`config.mk`:
```
export PLATFORM = sky130hd
export DESIGN_NAME = text_line_justifier
export DESIGN_NICKNAME = d
export VERILOG_FILES = /design/src/hdl/tlj_pkg.sv /design/src/hdl/text_line_justifier.sv
export VERILOG_INCLUDE_DIRS = /design/src /design/src/hdl
export SDC_FILE = /design/constraint.sdc
export NUM_CORES = 1
export LEC_CHECK = 0
export BUFFER_PORTS_ARGS = -buffer_cell sky130_fd_sc_hd__buf_4
export CORE_MARGIN = 10
export CORE_UTILIZATION = 65
export DETAILED_ROUTE_END_ITERATION = 7
export GPL_TIMING_DRIVEN = 0
export PLACE_DENSITY = 0.83
export SYNTH_ARGS = -nofsm -noshare
export SYNTH_HDL_FRONTEND = slang
export SYNTH_SLANG_ARGS = --single-unit
export TNS_END_PERCENT = 10
```
`constraint.sdc`:
```
create_clock -name clk -period 10.8 [get_ports clk]
set_clock_uncertainty 0.1 [all_clocks]
set_input_delay 0.54 -clock clk [delete_from_list [all_inputs] [get_ports clk]]
set_output_delay 0.54 -clock clk [all_outputs]
set_load 0.005 [all_outputs]
```
`src/hdl/text_line_justifier_defines.svh`:
```
// Assertion macros shared by the justifier RTL.
`ifndef TEXT_LINE_JUSTIFIER_DEFINES_SVH
`define TEXT_LINE_JUSTIFIER_DEFINES_SVH

// Same-cycle implication, disabled while reset is asserted
`define TLJ_ASSERT_IMPL(label, clk_s, rst_n, ante, cons) \
	label: assert property (@(posedge clk_s) disable iff (!rst_n) (ante) |-> (cons)) \
		else $error("assertion failed");

// Next-cycle implication, disabled while reset is asserted
`define TLJ_ASSERT_NEXT(label, clk_s, rst_n, ante, cons) \
	label: assert property (@(posedge clk_s) disable iff (!rst_n) (ante) |=> (cons)) \
		else $error("assertion failed");

`endif

```
`src/hdl/tlj_pkg.sv`:
```
`timescale 1ns / 1ps
package tlj_pkg;
	localparam int MAX_WIDTH = 32;
	localparam int MAX_WORDS = 16;
	localparam logic [7:0] SPACE_CHAR = 8'd32;
	localparam logic [5:0] WIDTH_RESET = 6'd32;
	localparam logic [2:0] REG_LINE_WIDTH_ADDR = 3'd0;
	localparam int DIV_STEPS = 6;

	typedef enum logic [1:0] {
		ST_IDLE,
		ST_DIV,
		ST_EMIT,
		ST_PLACE
	} tlj_state_t;
endpackage

```
`src/hdl/text_line_justifier.sv`:
```
`timescale 1ns / 1ps
// channel   | kind          | word contents
// ----------+---------------+---------------------------------------------
// s_axis    | stream in     | tdata char_code, tlast word_end, tuser text_end
// m_axis    | stream out    | tdata out_char, tlast line_end, tuser text_done
// apb       | register port | line_width at byte address 0
//
// A character that does not end a word is taken in ST_IDLE. A word end copies the
// word onto the held line in ST_PLACE; a line flush emits one output character per
// position of the effective width in ST_EMIT, after the restoring divider in ST_DIV
// (DIV_STEPS steps) when the line is justified. Output stalls hold the flush.
// Reset (arst_n, asynchronous) clears line state; character stores are not reset.
module text_line_justifier (
	input  logic       clk,
	input  logic       arst_n,
	input  logic       s_axis_tvalid,
	output logic       s_axis_tready,
	input  logic [7:0] s_axis_tdata,   // [7:0] char_code
	input  logic       s_axis_tlast,   // word_end
	input  logic       s_axis_tuser,   // [0] text_end
	output logic       m_axis_tvalid,
	input  logic       m_axis_tready,
	output logic [7:0] m_axis_tdata,   // [7:0] out_char
	output logic       m_axis_tlast,   // line_end
	output logic       m_axis_tuser,   // [0] text_done
	input  logic       psel,
	input  logic       penable,
	input  logic       pwrite,
	input  logic [2:0] paddr,
	input  logic [31:0] pwdata,
	output logic [31:0] prdata,
	output logic       pready
);
	import tlj_pkg::*;
	`include "text_line_justifier_defines.svh"

	tlj_state_t state_q, state_nx;

	logic [5:0] line_width_q;
	logic [7:0] line_q [MAX_WIDTH];
	logic [7:0] pend_q [MAX_WIDTH];
	logic [5:0] len_q  [MAX_WORDS];
	logic [4:0] count_q;
	logic [5:0] used_q;
	logic [5:0] letters_q;
	logic [5:0] pl_q;
	logic       final_q;
	logic       tail_q;    // line being emitted is the last of the text

	// divider
	logic [5:0] rem_q, quo_q, div_q;
	logic [2:0] step_q;
	logic [5:0] avg_q, extra_q;
	logic       just_q;

	// line walker
	logic [5:0] pos_q, ci_q, src_q, gap_q, cp_q;
	logic [4:0] wi_q;

	logic       m_valid_q, m_last_q, m_user_q;
	logic [7:0] m_data_q;

	// effective width and decode
	logic [5:0] w_eff;
	logic       in_acc, add_ch, ends_word, go_flush, justify;
	logic [5:0] pl_new;
	logic [6:0] fit_sum;
	logic       emit_load, div_step, place_step, emit_last, place_last, div_last;
	logic       in_word;
	logic [7:0] cur_ch;
	logic [5:0] gval, r_shift;
	logic [6:0] store_idx;

	always_comb begin
		if (line_width_q == 6'd0) w_eff = 6'd1;
		else if (line_width_q > 6'(MAX_WIDTH)) w_eff = 6'(MAX_WIDTH);
		else w_eff = line_width_q;
	end

	assign in_acc    = s_axis_tvalid && s_axis_tready;
	assign add_ch    = pl_q < w_eff;
	assign pl_new    = pl_q + (add_ch ? 6'd1 : 6'd0);
	assign ends_word = s_axis_tlast || s_axis_tuser;
	assign fit_sum   = {1'b0, used_q} + 7'd1 + {1'b0, pl_new};
	assign go_flush  = (count_q != 5'd0) &&
		((count_q >= 5'(MAX_WORDS)) || (fit_sum > {1'b0, w_eff}));
	assign justify   = (count_q >= 5'd2) && (used_q <= w_eff) && (letters_q < w_eff);

	assign in_word  = (gap_q == 6'd0) && (wi_q < count_q);
	assign cur_ch   = in_word ? line_q[src_q[4:0]] : SPACE_CHAR;
	assign gval     = just_q ? (avg_q + (({1'b0, wi_q} < extra_q) ? 6'd1 : 6'd0)) : 6'd1;
	assign r_shift  = {rem_q[4:0], quo_q[5]};
	assign store_idx = {1'b0, letters_q} + {1'b0, cp_q};

	assign emit_last  = pos_q == (w_eff - 6'd1);
	assign place_last = (cp_q + 6'd1) >= pl_q;
	assign div_last   = step_q == 3'(DIV_STEPS - 1);

	// sequencer outputs
	always_comb begin
		s_axis_tready = state_q == ST_IDLE;
		emit_load     = (state_q == ST_EMIT) && (!m_valid_q || m_axis_tready);
		div_step      = state_q == ST_DIV;
		place_step    = state_q == ST_PLACE;
	end

	// next state
	always_comb begin
		state_nx = state_q;
		unique case (state_q)
			ST_IDLE: begin
				if (in_acc && ends_word) begin
					if (go_flush) state_nx = justify ? ST_DIV : ST_EMIT;
					else state_nx = ST_PLACE;
				end
			end
			ST_DIV: begin
				if (div_last) state_nx = ST_EMIT;
			end
			ST_EMIT: begin
				if (emit_load && emit_last) state_nx = tail_q ? ST_IDLE : ST_PLACE;
			end
			ST_PLACE: begin
				if (place_last) state_nx = final_q ? ST_EMIT : ST_IDLE;
			end
			default: state_nx = ST_IDLE;
		endcase
	end

	// control registers
	always_ff @(posedge clk or negedge arst_n) begin
		if (!arst_n) begin
			state_q      <= ST_IDLE;
			line_width_q <= WIDTH_RESET;
			count_q      <= '0;
			used_q       <= '0;
			letters_q    <= '0;
			pl_q         <= '0;
			final_q      <= 1'b0;
			tail_q       <= 1'b0;
			just_q       <= 1'b0;
			step_q       <= '0;
			pos_q        <= '0;
			ci_q         <= '0;
			src_q        <= '0;
			gap_q        <= '0;
			wi_q         <= '0;
			cp_q         <= '0;
			m_valid_q    <= 1'b0;
		end else begin
			state_q <= state_nx;
			if (psel && penable && pwrite && pready && paddr == REG_LINE_WIDTH_ADDR)
				line_width_q <= pwdata[5:0];

			if (emit_load) m_valid_q <= 1'b1;
			else if (m_axis_tready) m_valid_q <= 1'b0;

			// take a character
			if (in_acc) begin
				pl_q <= pl_new;
				if (ends_word) begin
					final_q <= s_axis_tuser;
					tail_q  <= 1'b0;
					just_q  <= justify;
					step_q  <= '0;
					cp_q    <= '0;
					pos_q   <= '0;
					ci_q    <= '0;
					src_q   <= '0;
					gap_q   <= '0;
					wi_q    <= '0;
				end
			end

			if (div_step) step_q <= step_q + 3'd1;

			// walk the held line, one character per output word
			if (emit_load) begin
				pos_q     <= pos_q + 6'd1;
				if (gap_q != 6'd0) begin
					gap_q <= gap_q - 6'd1;
				end else if (in_word) begin
					src_q <= src_q + 6'd1;
					if (ci_q + 6'd1 == len_q[wi_q[3:0]]) begin
						ci_q  <= '0;
						wi_q  <= wi_q + 5'd1;
						gap_q <= ((wi_q + 5'd1) < count_q) ? gval : 6'd0;
					end else begin
						ci_q <= ci_q + 6'd1;
					end
				end
				if (emit_last) begin
					count_q   <= '0;
					used_q    <= '0;
					letters_q <= '0;
					cp_q      <= '0;
				end
			end

			// copy the finished word onto the held line
			if (place_step) begin
				cp_q <= cp_q + 6'd1;
				if (place_last) begin
					if (count_q < 5'(MAX_WORDS)) count_q <= count_q + 5'd1;
					used_q    <= used_q + ((count_q != 5'd0) ? 6'd1 : 6'd0) + pl_q;
					letters_q <= letters_q + pl_q;
					pl_q      <= '0;
					tail_q    <= final_q;
					just_q    <= 1'b0;
					pos_q     <= '0;
					ci_q      <= '0;
					src_q     <= '0;
					gap_q     <= '0;
					wi_q      <= '0;
				end
			end
		end
	end

	// character stores and data path, no reset
	always_ff @(posedge clk) begin
		if (in_acc && add_ch) pend_q[pl_q[4:0]] <= s_axis_tdata;

		if (in_acc && ends_word) begin
			rem_q <= '0;
			quo_q <= w_eff - letters_q;
			div_q <= {1'b0, (count_q - 5'd1)};
		end
		if (div_step) begin
			if (r_shift >= div_q) begin
				rem_q <= r_shift - div_q;
				quo_q <= {quo_q[4:0], 1'b1};
			end else begin
				rem_q <= r_shift;
				quo_q <= {quo_q[4:0], 1'b0};
			end
			if (div_last) begin
				avg_q   <= {quo_q[4:0], (r_shift >= div_q)};
				extra_q <= (r_shift >= div_q) ? (r_shift - div_q) : r_shift;
			end
		end

		if (place_step) begin
			if (store_idx < 7'(MAX_WIDTH)) line_q[store_idx[4:0]] <= pend_q[cp_q[4:0]];
			if (place_last && count_q < 5'(MAX_WORDS)) len_q[count_q[3:0]] <= pl_q;
		end

		if (emit_load) begin
			m_data_q <= cur_ch;
			m_last_q <= emit_last;
			m_user_q <= emit_last && tail_q;
		end
	end

	assign m_axis_tvalid = m_valid_q;
	assign m_axis_tdata  = m_data_q;
	assign m_axis_tlast  = m_last_q;
	assign m_axis_tuser  = m_user_q;
	assign pready        = 1'b1;
	assign prdata        = (paddr == REG_LINE_WIDTH_ADDR) ? {26'd0, line_width_q} : 32'd0;

	`TLJ_ASSERT_IMPL(a_done_on_line_end, clk, arst_n, m_axis_tvalid && m_axis_tuser, m_axis_tlast)
	`TLJ_ASSERT_IMPL(a_ready_only_idle, clk, arst_n, s_axis_tready, state_q == ST_IDLE)
	`TLJ_ASSERT_IMPL(a_div_nonzero, clk, arst_n, state_q == ST_DIV, div_q != 6'd0)
	`TLJ_ASSERT_IMPL(a_pend_bound, clk, arst_n, 1'b1, pl_q <= 6'(MAX_WIDTH))
endmodule

```
[After elaboration in Yosys (flattened, before gate mapping)]
Memory sizes are Yosys's and may differ from the RTL's. A register that Yosys moved wholly into a read port is not among the register bits.
Index checks and enable logic that the tools add are counted.
Operators by class
  $add $sub $neg: 20
  $lt $le $gt $ge: 14
  equal/unequal tests: 10
  muxes and demuxes: 101
  reduce and logical (&&, ||, !) cells: 33
Operators with widths (count)
  $mux 6: 52
  $mux 5: 15
  $add 6x1->6 const B: 4
  $mux 1: 22
  $add 6x1->6: 3
  $mux 2: 8
  $logic_and 1x1->1: 14
  $add 6x6->6: 2
  $eq 6x6->1: 2
  $logic_not 6->1: 2
  $lt 6x6->1: 2
  $sub 6x1->6 const B: 2
  $add 5x1->5 const B: 2
  $lt 5x5->1: 2
  $mux 3: 3
  $ne 2x1->1 const B: 4
  $pmux 2 s4: 1
  $reduce_bool 2->1: 4
  $add 6x1->7 const B: 1
  $add 6x6->7: 1
  $add 7x6->7: 1
  $gt 7x6->1: 1
  $lt 7x6->1 const B: 1
  $ge 6x5->1: 1
  22 further kinds: 28
Storage, ports and cells
  register bits: 103
  RAM bits: 608
  input bits: 52
  output and inout bits: 45
  word-level logic and storage cells: 205
  memories kept: 3
Memories
  line_q: words 32, width 8, read ports 1, clocked after Yosys merged registers in 1, write ports 1, line text_line_justifier.sv:40  | logic [7:0] line_q [MAX_WIDTH];
  pend_q: words 32, width 8, read ports 1, clocked after Yosys merged registers in 0, write ports 1, line text_line_justifier.sv:41  | logic [7:0] pend_q [MAX_WIDTH];
  len_q: words 16, width 6, read ports 1, clocked after Yosys merged registers in 0, write ports 1, line text_line_justifier.sv:42  | logic [5:0] len_q [MAX_WORDS];

[Logic depth before layout (Yosys ltp)]
Gate-level depths: netlist (run 1).
  depth in word-level cells: 13
  gate-level depth with buffers: 26
  depth with buffers taken out: 25

[Worst setup path before layout (run 1)]
No wires, ideal clock.
  path kind: register to register
  from: register line_width_q[5]
  to: register state_q[1]
  setup time: 0.095 ns
  arrival time: 5.103 ns
  required time: 10.605 ns
  slack: 5.502 ns
  cell stages (with the launch flop): 26
  cells stage by stage: dfstp_2 > clkinv_1 > nand2_1 > ha_1 > a21o_1 > a21o_1 > a21o_1 > a21o_1 > a21o_1 > buf_1 > inv_1 > ha_1 > ha_1 > ha_1 > a21o_1 > a21o_1 > a21o_1 > a21oi_1 > xnor2_1 > ha_1 > and3_1 > a221oi_1 > a41oi_1 > o41ai_1 > nor4b_1 > o31ai_1
On the way
  cells in the longest elaborated chain, start to end: 13
RTL lines
  start: declaration: line text_line_justifier.sv:39  | logic [5:0] line_width_q;
  start signal: assignment: line text_line_justifier.sv:153  | line_width_q <= pwdata[5:0];
  $gt 6x6->1: line text_line_justifier.sv:76  | else if (line_width_q > 6'(MAX_WIDTH)) w_eff = 6'(MAX_WIDTH);
  $mux 6: line text_line_justifier.sv:76
  $mux 6 *: line text_line_justifier.sv:75  | if (line_width_q == 6'd0) w_eff = 6'd1;
  $lt 6x6->1: line text_line_justifier.sv:81  | assign add_ch = pl_q < w_eff;
  $mux 1: line text_line_justifier.sv:82  | assign pl_new = pl_q + (add_ch ? 6'd1 : 6'd0);
  $add 6x1->6: line text_line_justifier.sv:82
  $add 7x6->7: line text_line_justifier.sv:84  | assign fit_sum = {1'b0, used_q} + 7'd1 + {1'b0, pl_new};
  $gt 7x6->1: line text_line_justifier.sv:86  | ((count_q >= 5'(MAX_WORDS)) || (fit_sum > {1'b0, w_eff}));
  $logic_or 1x1->1: line text_line_justifier.sv:86
  $logic_and 1x1->1: line text_line_justifier.sv:85  | assign go_flush = (count_q != 5'd0) &&
  $mux 2: line text_line_justifier.sv:113  | if (go_flush) state_nx = justify ? ST_DIV : ST_EMIT;
  $mux 2: line text_line_justifier.sv:112  | if (in_acc && ends_word) begin
  $pmux 2 s4: line text_line_justifier.sv:110  | unique case (state_q)
  end signal: assignment: line text_line_justifier.sv:151  | state_q <= state_nx;
  end: declaration: line text_line_justifier.sv:37  | tlj_state_t state_q, state_nx;
Every way passes the cells marked *; elsewhere a longest branch is shown, timed or not. The select of a mux whose other input is x is not followed.
A chain may end at the register's enable or synchronous reset.

[Worst setup path in the final report (run 1)]
  from: register pl_q[0]
  to: register state_q[1]
On the way
  cells in the longest elaborated chain, start to end: 10
RTL lines
  start: declaration: line text_line_justifier.sv:46  | logic [5:0] pl_q;
  start signal: assignment: line text_line_justifier.sv:160  | pl_q <= pl_new;
  $lt 6x6->1: line text_line_justifier.sv:81
  $mux 1: line text_line_justifier.sv:82
  $add 6x1->6: line text_line_justifier.sv:82
  $add 7x6->7: line text_line_justifier.sv:84
  $gt 7x6->1: line text_line_justifier.sv:86
  $logic_or 1x1->1: line text_line_justifier.sv:86
  $logic_and 1x1->1: line text_line_justifier.sv:85
  $mux 2: line text_line_justifier.sv:113
  $mux 2: line text_line_justifier.sv:112
  $pmux 2 s4: line text_line_justifier.sv:110
Several ways; a longest one is shown, not always the timed one. The select of a mux whose other input is x is not followed.

==> reports/metrics.cfg, run 1 <==
[critical_path]
endpoint_kind = flip-flop
worstSetupStartpointType = flip-flop
critPathBufInv = 3
worstSetupPathType = reg2reg
cpPeakStageDelay_ps = 1100
crit_path_max_fanout = 27
crit_top_cell = a21o_1
arrival_ps = 7410
crit_chain = inv_1, o211ai_1, a21o_1, a21o_1, a21o_1, a21o_1, a21o_1, buf_1, inv_1, ha_1, ha_1, ha_1, a21o_1, a21o_1, a21o_1, a21oi_1, xnor2_1, ha_1, and3_1, a221oi_1, a41oi_1, o41ai_1, nor4b_1, o31ai_1
critPathTopFamily = compound AO/OA/AOI/OAI gates
cpMaxStageDelayCell = dfrtp_1
crit_required_ps = 11230

[die]
die_x_um = 240.1
core_um2 = 47850
start_util_pct = 65.78
rows = 80
dieArea_um2 = 57630
ios = 97
die_y_um = 240.1

[clock_network]
htreeDepth = 3
cts_hold_buf = 0
clock_latency_ps = 640
ctsResizeCount = 0
cts_tree = yes
cts_buffers = 71
clock_path_buffers = 3
clock_sinks = 718
cts_setup_buffers = 0
root_buffer = clkbuf_16
path_clk_slew_ps = 60

[route]
drc = 0
postRouteAntennaNets = 0
drtPass1Iterations = 8
wirelength_um = 77390
wl_per_cell_um = 27.32
dr.first_iter.drc_count = 2532
drt-vias-per-instance = 6.711
dr_total_vias = 19012

[yosys]
netlist-cell-type-count = 64
ys_ff_latch = 718
synth_flop_cell = edfxtp_1
synthArstFlopShare_pct = 10.03
seq_area_frac_synth_pct = 67.36
synth_edf_count = 646
synth_top_area_share_pct = 61.63
postSynthCellCount = 1998
synth_top_cell_by_area = edfxtp_1
synth_area_leaders = edfxtp_1 62%, mux4_2 9.5%, dfrtp_1 5.6%
syn_area_um2 = 31480
yosysWarnings = 0
avgSynthCellArea_um2 = 15.75

[placement]
place.port_buffers = 43
place_congestion = 0.9546
pre_cts_slack_ps = 3986
hpwl_um = 50000

[grt]
antenna_found_initial = 2
grt_pass1_vias = 19114
grt_max_degree = 73
grt_overflow = 0
grt_usage_pct = 27.17
grt_first_pass_wirelength_um = 116900

[sta]
period_minus_slack_ps = 6987
finalHoldViolCount = 30
holdWs_ps = -28.40
worst_pin_slew_ps = 1367
min_period_over_period_pct = 64.70
slew_headroom_pct = 8.188
setup-violations-final = 0
final_max_slew_viol_count = 0
grt_setup_unrepaired = false
fmax_ghz = 0.1431
fin_tns_setup_ps = 0
setup_ws_ps = 3813

[run_status]
violations = negative hold slack
outcome = complete, but fails checks

[cells_and_area]
drive_gt1_share_pct = 17.00
nNetsFinal = 2305
area_growth_pct = 12.76
num_antenna_cells = 0

[job]
maxCapViolations = 0

[power_and_ir_drop]
vdd_ir_drop_max_mv = 0.1515
power-per-cell-area_nw_per_um2 = 267.8
leakagePower_nw = 12.36

[min_path]
hold_path.class = in2async

## power breakdown
group | total, W | switching [W] | internal [W] | leakage, nW
logic | 0.00312 | 0.00195 | 0.00116 | 4.50
clock network | 0.00266 | 0.00109 | 0.00156 | 1.20
registers | 0.00373 | 0.000204 | 0.00353 | 6.67
## routing by layer
metal	GRT usage, %	part of all wire [%]
met2	45.08	50
met4	11.10	4.0
met5	0	0.034
met1	34.94	36
met3	5.244	9.9
## Yosys cell counts, drive strengths merged, types with 11 or more instances
master and count:
xnor2 40, nor2 141, edfxtp 646, buf 71, nand3 50, a21o 21
nand2 128, and3 11, nand2b 18, dfrtp 71, mux4 133, clkbuf 52
ha 86, xor2 26, nor3 48, o21ai 71, o221ai 25, a21oi 60
nor2b 14, and2 15, mux2i 85, inv 56
## metrics by stage
step	total power (W)	hold WS (ps)	std cells	utilization [%]	area (µm²)
after floorplan	0.005687	144.4	2023	-	31570
after global placement	0.006524	337.0	2681	68.26	32660
after detailed placement	0.006766	339.9	2697	68.86	32950
after CTS	0.009444	4.947	2828	74.09	35450
after global routing	0.009847	56.48	2833	74.18	35490
final	0.009505	-28.40	2833	74.18	35490
## path summary, 6_finish.rpt
| kind | from | to | slack [ps] | cells after the start |
|---|---|---|---|---|
| worst max-delay path | pl_q[0]$_DFF_PN0_ | state_q[1]$_DFFE_PN0P_ | 3810 | 24 |
| worst min-delay path | arst_n | wi_q[2]$_DFF_PN0_ | -30 | 1 |
| worst max register to register | pl_q[0]$_DFF_PN0_ | state_q[1]$_DFFE_PN0P_ | 3810 | 24 |
| worst min register to register | quo_q[1]$_DFFE_PP_ | avg_q[2]$_DFFE_PP_ | 370 | 0 |
| max in group asynchronous | arst_n | line_width_q[1]$_DFFE_PN0P_ | 9940 | 1 |
| min in group clk | pwdata[1] | line_width_q[1]$_DFFE_PN0P_ | 60 | 2 |
## final cells by class
cell class / instances / area [µm²]
sequential: 718 / 21200
fill: 2706 / 12350
multi-input combinational: 1124 / 9674
clock buffer: 88 / 1913
tap: 615 / 769.5
clock inverter: 43 / 590.6
buffer: 123 / 579.3
timing repair buffer: 64 / 545.5
inverter: 58 / 217.7
## cells by family after synthesis
group / after synthesis / share of synthesized area (%)
flip-flops: 718 / 67.36
multiplexers: 227 / 12.54
other: 2 / 0.02386
adder cells (fa/ha/maj): 93 / 3.864
AO/OA/AOI/OAI: 245 / 4.981
buffers and inverters: 181 / 2.532
XOR/XNOR: 66 / 1.837
AND/OR/NAND/NOR: 466 / 6.861
## sequential cells by signal, summed over array words and instances (netlist names), 8 cells and up
signal	flops
m_axis_tdata	8
len_q	96
pend_q	256
line_q	256
## cell usage in the layout, fill, tap and decap left out, types with 8 or more instances in the layout
| cell | Yosys | layout |
|---|---|---|
| a21o_1 | 21 | 21 |
| a21oi_1 | 60 | 60 |
| and2_1 | 15 | 15 |
| and3_1 | 11 | 11 |
| buf_1 | 37 | 37 |
| buf_4 | 30 | 81 |
| bufinv_16 | 0 | 12 |
| clkbuf_1 | 52 | 64 |
| clkbuf_16 | 0 | 73 |
| clkinv_1 | 2 | 8 |
| clkinv_2 | 0 | 11 |
| clkinvlp_4 | 0 | 9 |
| conb_1 | 2 | 27 |
| dfrtp_1 | 71 | 71 |
| edfxtp_1 | 646 | 646 |
| ha_1 | 86 | 86 |
| inv_1 | 56 | 56 |
| mux2i_1 | 85 | 85 |
| mux4_2 | 133 | 133 |
| nand2_1 | 128 | 128 |
| nand2b_1 | 18 | 18 |
| nand3_1 | 50 | 50 |
| nand4_1 | 9 | 9 |
| nor2_1 | 141 | 141 |
| nor2b_1 | 14 | 14 |
| nor3_1 | 48 | 47 |
| o21ai_0 | 69 | 61 |
| o21ai_2 | 0 | 8 |
| o221ai_1 | 25 | 25 |
| o22ai_1 | 9 | 9 |
| xnor2_1 | 40 | 40 |
| xor2_1 | 26 | 26 |
## worst reg2reg max path: cells and delay by family (launching register included)
| family | cells | cell delay [ps] |
|---|---|---|
| AO/OA/AOI/OAI | 14 | 3100 |
| adder cells (fa/ha/maj) | 4 | 1120 |
| AND/OR/NAND/NOR | 2 | 310 |
| buffers and inverters | 3 | 1020 |
| flip-flops | 1 | 1100 |
| XOR/XNOR | 1 | 140 |
Power figures use the tool's default switching activity.
==> run 2, diff against run 1 <==
Settings changed: CORE_UTILIZATION 65 to 62, PLACE_DENSITY 0.83 to 0.79.
Clock period 10.8 ns to 7.3 ns, I/O delays scaled along.
==> reports/metrics.cfg, run 2 (synthesized netlist as in run 1, its figures left out) <==
[grt]
grt_max_degree = 73
grt_overflow = 0
grt_first_pass_wirelength_um = 114400
grt_usage_pct = 25.22
grt_pass1_vias = 18746
antenna_found_initial = 1

[sta]
fmax_ghz = 0.1457
setup-violations-final = 0
final_max_slew_viol_count = 0
holdWs_ps = 80.91
fin_tns_setup_ps = 0
grt_setup_unrepaired = false
finalHoldViolCount = 0
worst_pin_slew_ps = 1426
min_period_over_period_pct = 94.02
period_minus_slack_ps = 6863
slew_headroom_pct = 4.170

[cells_and_area]
layout.cells.non_filler = 2898
num_antenna_cells = 0
drive_gt1_share_pct = 16.53
final_core_util_pct = 70.64
area_growth_pct = 12.61
fill_cells = 3073
nNetsFinal = 2315
design_area_um2 = 35440
final_common_cell = edfxtp_1
layout_common_cells = 646 x edfxtp_1, 141 x nor2_1, 133 x mux4_2

[die]
rows = 82
die_y_um = 245.3
dieArea_um2 = 60180
start_util_pct = 62.74
die_x_um = 245.3
ios = 97
core_um2 = 50170

[route]
dr_total_vias = 18508
drt-vias-per-instance = 6.386
drc = 0
postRouteAntennaNets = 0
wirelength_um = 75080
drtPass1Iterations = 6
wl_per_cell_um = 25.91
dr.first_iter.drc_count = 2440

[power_and_ir_drop]
sw_frac_of_total_pct = 34.31
seqPwrFrac_pct = 40.4
leakagePower_nw = 12.31
p_int_w = 0.008984
clkPwrFrac_pct = 26.5
vdd_ir_drop_max_mv = 0.2420
pwr-share-comb_pct = 33.1
p_sw_w = 0.004691
power-per-cell-area_nw_per_um2 = 385.9

[critical_path]
crit_chain = inv_1, o211ai_1, a21o_1, a21o_1, a21o_1, a21o_1, a21o_1, buf_1, inv_1, ha_1, ha_1, ha_1, a21o_1, a21o_1, a21o_1, a21oi_1, xnor2_1, ha_1, and3_1, a221oi_1, a41oi_1, o41ai_1, nor4b_1, o31ai_1
crit_path_max_fanout = 27
cpMaxStageDelayCell = dfrtp_1
worstSetupPathType = reg2reg
reg2reg_slack_ps = 440
arrival_ps = 7280
crit_top_cell = a21o_1
critPathBufInv = 3
endpoint_kind = flip-flop
crit_required_ps = 7720
critPathTopFamily = compound AO/OA/AOI/OAI gates
cpPeakStageDelay_ps = 1090
worstSetupStartpointType = flip-flop

[clock_network]
clock_latency_ps = 620
cts_tree = yes
path_clk_slew_ps = 60
root_buffer = clkbuf_16
cts_hold_buf = 10
clock_path_buffers = 3
htreeDepth = 3
ctsResizeCount = 0
cts_buffers = 73
cts_setup_buffers = 0
clock_sinks = 718

[job]
maxCapViolations = 0

[min_path]
hold_path.class = in2reg

[placement]
placed_cell_area_um2 = 33000
place.port_buffers = 43
placed_cells = 2755
place_congestion = 0.9274
hpwl_um = 50110

[run_status]
outcome = finished, final reports clean

[run 2: cell types whose count changed in the layout (fill, tap and decap cells not counted), moves of 5 or more]
| cell | change |
|---|---|
| dlygate4sd3_1 | +10 |
| bufinv_16 | -8 |
| clkinvlp_4 | -7 |
| clkbuf_1 | +6 |
| clkinv_1 | +6 |
| nor3_1 | -5 |
| nor3_2 | +5 |
[run 2: power by group through the flow]
stage | Clock (W) | Combinational (W) | Sequential [W]
6_report | 0.00363 | 0.00453 | 0.00552
5_1_grt | 0.00380 | 0.00489 | 0.00555
4_1_cts | 0.00365 | 0.00447 | 0.00551
3_5_place_dp | 0 | 0.00440 | 0.00559
3_3_place_gp | 0 | 0.00403 | 0.00564
2_1_floorplan | 0 | 0.00291 | 0.00551
[run 2: area by class of cell]
type / count / area [µm²] / share of cell area (%)
clock buffer: 96 / 1974 / 5.571
inverter: 58 / 217.7 / 0.6143
multi-input combinational: 1124 / 9699 / 27.37
sequential: 718 / 21200 / 59.82
timing repair buffer: 72 / 611.8 / 1.726
tap: 672 / 840.8 / 2.372
buffer: 123 / 579.3 / 1.634
clock inverter: 35 / 317.8 / 0.8967
[run 2: final timing paths]
| check | startpoint | endpoint | cells past startpoint |
|---|---|---|---|
| setup / recovery | pl_q[0]$_DFF_PN0_ | state_q[1]$_DFFE_PN0P_ | 24 |
| hold / removal | s_axis_tdata[4] | pend_q[2][4]$_DFFE_PP_ | 1 |
| setup reg to reg | pl_q[0]$_DFF_PN0_ | state_q[1]$_DFFE_PN0P_ | 24 |
| hold reg to reg | quo_q[4]$_DFFE_PP_ | avg_q[5]$_DFFE_PP_ | 0 |
| max in group asynchronous | arst_n | gap_q[4]$_DFF_PN0_ | 2 |
| min in group asynchronous | arst_n | line_width_q[3]$_DFFE_PN0P_ | 2 |
[run 2: per-layer routing]
| metal | up-vias | routed length (µm) | global-route usage, % |
|---|---|---|---|
| met5 | - | 12 | 0 |
| met4 | 2 | 2259 | 8.676 |
| met3 | 167 | 6832 | 4.757 |
| met2 | 1031 | 36860 | 41.04 |
| met1 | 9309 | 29120 | 33.92 |
| li1 | 7999 | - | - |
[run 2: per-stage QoR]
| stage | power (W) | setup slack, ps |
|---|---|---|
| 2_1_floorplan | 0.008414 | 2002 |
| 3_3_place_gp | 0.009667 | 815.5 |
| 3_5_place_dp | 0.009993 | 640.4 |
| 4_1_cts | 0.01364 | 533.3 |
| 5_1_grt | 0.01425 | 40.65 |
| 6_report | 0.01368 | 436.6 |
